## config.mk

```make
export PLATFORM = sky130hd
export DESIGN_NAME = tid_div
export DESIGN_NICKNAME = d
export VERILOG_FILES = /design/src/hw/rtl/tid_div.sv
export SDC_FILE = /design/constraint.sdc
export NUM_CORES = 2
export LEC_CHECK = 0
export ABC_CLOCK_PERIOD_IN_PS = 3800
export BUFFER_PORTS_ARGS = -buffer_cell sky130_fd_sc_hd__buf_2
export CAP_MARGIN = 20
export CORE_AREA = 2 2 448 450
export DETAILED_ROUTE_END_ITERATION = 7
export DIE_AREA = 0 0 450 452
export GPL_TIMING_DRIVEN = 0
export PLACE_DENSITY_LB_ADDON = 0.05
export RECOVER_POWER = 100
export SYNTH_ARGS = -nofsm -noshare
export SYNTH_HDL_FRONTEND = slang
export SYNTH_SLANG_ARGS = --single-unit
```

## constraint.sdc

```tcl
create_clock -name clk_i -period 3.8 [get_ports clk_i]
set_input_delay 0.19 -clock clk_i [delete_from_list [all_inputs] [get_ports clk_i]]
set_output_delay 0.19 -clock clk_i [all_outputs]
set_load 0.02 [all_outputs]
```

## src/hw/rtl/tid_div.sv

```systemverilog
// ----------------------------------------------------------------------------
// tid_div
// Pipelined restoring divider, one quotient bit per stage, with a sideband
// that travels alongside the operands.
// ----------------------------------------------------------------------------
module tid_div #(
  parameter int unsigned DW = 32,
  parameter int unsigned VW = 16,
  parameter int unsigned SW = 1
) (
  input  logic          clk_i,
  input  logic          rst_ni,
  input  logic          en_i,
  input  logic [DW-1:0] dividend_i,
  input  logic [VW-1:0] divisor_i,
  input  logic [SW-1:0] side_i,
  output logic [DW-1:0] quo_o,
  output logic [VW-1:0] rem_o,
  output logic [SW-1:0] side_o
);

  logic [VW-1:0] rem_q  [DW];
  logic [VW-1:0] rem_d  [DW];
  logic [DW-1:0] dq_q   [DW];
  logic [DW-1:0] dq_d   [DW];
  logic [SW-1:0] side_q [DW];
  logic [SW-1:0] side_d [DW];

  for (genvar k = 0; k < DW; k++) begin : g_stage
    logic [VW-1:0] rem_in;
    logic [DW-1:0] dq_in;
    logic [VW:0]   trial;
    logic [VW:0]   diff;
    logic          ge;

    if (k == 0) begin : g_first
      assign rem_in    = '0;
      assign dq_in     = dividend_i;
      assign side_d[k] = side_i;
    end else begin : g_next
      assign rem_in    = rem_q[k-1];
      assign dq_in     = dq_q[k-1];
      assign side_d[k] = side_q[k-1];
    end

    // shift in the next dividend bit, subtract when it fits
    assign trial    = {rem_in, dq_in[DW-1]};
    assign diff     = trial - {1'b0, divisor_i};
    assign ge       = trial >= {1'b0, divisor_i};
    assign rem_d[k] = ge ? diff[VW-1:0] : trial[VW-1:0];
    assign dq_d[k]  = {dq_in[DW-2:0], ge};
  end

  always_ff @(posedge clk_i) begin
    if (en_i) begin
      rem_q <= rem_d;
      dq_q  <= dq_d;
    end
  end

  // sideband carries the valid bit, so it is cleared by reset
  always_ff @(posedge clk_i or negedge rst_ni) begin
    if (!rst_ni) begin
      for (int i = 0; i < DW; i++) begin
        side_q[i] <= '0;
      end
    end else if (en_i) begin
      side_q <= side_d;
    end
  end

  assign quo_o  = dq_q[DW-1];
  assign rem_o  = rem_q[DW-1];
  assign side_o = side_q[DW-1];

endmodule

```

==> results.tsv <==
stage	metric	value	unit
finish	post-layout util	43.5	%
worst_setup_path	most frequent CP cell	clkbuf_1	
sta	final hold vios	0	
synth	Cells after Synth	5373	
job	max-cap violations	4	
place	I/O Buffers	100	
worst_setup_path	slowest library cell on the worst path	dlygate4sd3_1	
synth	post-synthesis sequential area ratio	62.5	%
floorplan	die height	452	um
worst_setup_path	Max FO, Critical Path	27	
synth	fraction of registers with async set/reset	2.04	%
floorplan	Starting Density	37.8	%
outcome	violated checks	capacitance limit, slew limit	
worst_setup_path	start of the worst register-to-register path	g_stage[28].rem_in[0]$_DFFE_PP_	
detailed_routing	drt first-iter violations	2470	
floorplan	Core Area	0.199	mm^2
finish	Syn-to-layout area delta	15.0	%
grt	vias in the first global route	43374	
floorplan	Site Rows	164	
outcome	status	finished, violations left	
sta	setup TNS	0	ps
pwr	Pint	0.0477	W
detailed_routing	wire per inst	18.7	um
worst_setup_path	worst path cell trace	dlygate4sd3_1 -> clkbuf_1 -> inv_4 -> buf_16 -> ha_1 -> o21ai_1 -> a21boi_0 -> o21ai_0 -> a21oi_1 -> o31ai_1 -> a211oi_1 -> or4_1 -> clkbuf_1 -> buf_6 -> mux2_1	
grt	Total GRT Usage	15.7	%
sta	Final Setup Violations	0	
sta	skew final	48.3	ps
sta	maximum clock frequency	0.274	GHz
pwr	Sw Share	33.6	%
pwr	Logic pwr share	38.9	%
grt	first-pass GRT wire length	250000	um
synth	average size of a mapped cell	14.0	um^2
sta	minimum hold slack	69.9	ps
synth	Synth Register Bits	1568	
worst_setup_path	reg2reg path depth	12	
worst_setup_path	Setup crit end kind	flop	
sta	Slew HR	-54.5	%
synth	Mapped Area	0.0751	mm^2
clocking	clk buf depth	3	
clocking	CTS buffer count	178	
worst_setup_path	worst endpoint required time	4360	ps
detailed_routing	final wirelength	160000	um
clocking	clock sinks	1568	
finish	cell area after layout	0.0864	mm^2
sta	ratio of final minimum period to clock period	96.2	%
worst_setup_path	flop2flop setup slack	200	ps
worst_setup_path	crit path kind	in -> reg	
worst_setup_path	Worst R2R End	g_stage[29].rem_in[11]$_DFFE_PP_	
place	hpwl dp	103000	um
worst_setup_path	Crit path largest cell delay	530	ps
synth	Post-synth top flop	edfxtp_1	
sta	fin. max-slew vios	569	
detailed_routing	via-per-instance ratio	5.05	
clocking	Clk pin slew, worst setup/hold paths	60	ps
grt	initial antenna violation count	4	
finish	# nets final	6347	
hold_path	Hold Path End	g_stage[1].rem_in[5]$_SDFFCE_PP0P_	
synth	yosys warns	0	
worst_setup_path	critical path launch point type	input port	
floorplan	die area	0.203	mm^2
pwr	Clock power frac	24.0	%
clocking	htree depth	4	
grt	pin count of the biggest net entering global routing	176	
pwr	LEAKAGE	32.4	nW
hold_path	Hold Crit Depth	2	
grt	GRT overflow	0	
place	GPL Wtd Cong	0.798	
hold_path	critical hold path startpoint	divisor_i[1]	
hold_path	worst hold path class	in -> reg	
pwr	worst vdd ir	488	uV
detailed_routing	DRT Pass-1 Iters	5	
floorplan	Die Wd	450	um
place	Place WS	-1280	ps
synth	Synth Net Count	5954	
detailed_routing	Final ANT Viol Nets	0	
detailed_routing	vias	43325	
worst_setup_path	critical path arrival	4220	ps
pwr	PwrDens	832	mW/mm^2
sta	Final Critical Period	3650	ps
pwr	Sequential Power Share	37.1	%
place	area post-placement	0.0797	mm^2
clocking	CTS tree	done	
floorplan	I/O Pins	101	
clocking	Worst-Skew Late Latency	840	ps
synth	EDFF count, synth	1536	
synth	library cells used by synthesis	82	
clocking	Root Buffer	clkbuf_16	
detailed_routing	DR DRC count	0	
pwr	Psw	0.0242	W
sta	fin worst setup slack	146	ps
sta	Worst Tran Pin Value	2320	ps
finish	share of layout cells above drive strength 1	12.6	%
worst_setup_path	Crit. Startpoint	divisor_i[2]	
[final cells by class]
class | instances | area, um^2
antenna | 2 | 5.00
buffer | 80 | 403
clock buffer | 224 | 4690
clock inverter | 106 | 1270
fill | 18080 | 112000
inverter | 195 | 769
multi-input combinational | 3529 | 27000
sequential | 1568 | 46900
tap | 2656 | 3320
timing repair buffer | 214 | 1950
[metal layers]
metal,global-route usage [%],up-vias,part of all wire [%]
met5,0,-,0
met4,5.02,0,2.6
met3,2.33,239,3.2
met2,26.5,625,48
met1,20.8,21018,46
li1,-,21443,-
[layout by cell type (no fill, tap or decap), types with 31 or more instances in the layout]
cell	n
inv_1	180
nor2b_1	91
o21a_1	55
edfxtp_1	1536
fa_1	31
clkbuf_1	141
clkinv_1	33
nor3_1	99
and3_1	36
a211oi_1	36
xnor2_1	211
nor2_1	347
ha_1	498
o21ai_0	225
a21boi_0	54
a21o_1	151
nand4_1	56
nand3_1	80
dlygate4sd3_1	75
nand2_1	240
dfrtp_1	32
mux2i_1	47
nand2b_1	53
a31oi_1	37
a21oi_1	349
buf_2	62
xor2_1	150
mux2_2	290
clkbuf_16	180
[worst max path at each step]
stage / end
2_1_floorplan: g_stage[27].rem_in[10]$_DFFE_PP_
3_3_place_gp: quo_o[15]$_DFFE_PP_
3_5_place_dp: g_stage[18].rem_in[10]$_DFFE_PP_
4_1_cts: g_stage[19].rem_in[5]$_DFFE_PP_
5_1_grt: g_stage[18].rem_in[9]$_DFFE_PP_
6_report: g_stage[29].rem_in[11]$_DFFE_PP_
[state kept, by name, indices dropped and copies added, names as in the netlist]
signal	flops
rem_o	16
quo_o	32
g_stage.dq_in	992
side_o	1
side_d	31
g_stage.rem_in	496
[synthesized netlist by cell type (all sizes together), types with 53 or more instances]
cell type  count  area (um^2)
a21boi        56          420
nor3          99          495
inv          195          732
nand4         56          350
xor2         150         1310
o21a          55          413
edfxtp      1536        46100
ha           498         6230
nand2        240          901
nor2         347         1300
mux2         329         3760
o21ai        235         1190
xnor2        211         1850
nand3         80          400
nand2b        53          332
a21o         151         1130
a21oi        351         1780
nor2b         91          569
[worst max-delay path: cells and delay by family]
kind                     cells  cell delay [ps]
AO/OA/AOI/OAI                6             1220
adder cells (fa/ha/maj)      1              350
AND/OR/NAND/NOR              1              400
multiplexers                 1              350
buffers and inverters        6             1590
[kinds of logic after synthesis]
family	synth area share (%)
AO/OA/AOI/OAI	9.73
multiplexers	5.63
buffers and inverters	1.52
XOR/XNOR	4.21
flip-flops	62.5
adder cells (fa/ha/maj)	9.12
AND/OR/NAND/NOR	7.29
[through the flow]
stage                     total power [W]  instances
final                              0.0719       8574
after global routing               0.0770       8574
after CTS                          0.0729       8561
after detailed placement           0.0549       8156
after global placement             0.0556       8129
after floorplan                    0.0475       5373
[timing repair]
| action | in CTS | in global routing |
|---|---|---|
| gates resized for setup | 2 | 14 |
| buffers inserted | 0 | 11 |
| hold buffers | 76 | 0 |
| gates cloned | 0 | 0 |
| pin swaps | 0 | 3 |
| endpoints found under the setup margin | 178 | 94 |
| hold endpoints to repair | 117 | 0 |
[power by group through the flow]
stage                     sequential [W]  clock, W  combinational, W
after floorplan                   0.0262         0            0.0213
after global placement            0.0279         0            0.0277
after detailed placement          0.0271         0            0.0278
after CTS                         0.0268    0.0180            0.0281
after global routing              0.0271    0.0186            0.0313
final                             0.0267    0.0172            0.0279
Power figures use the tool's default switching activity.
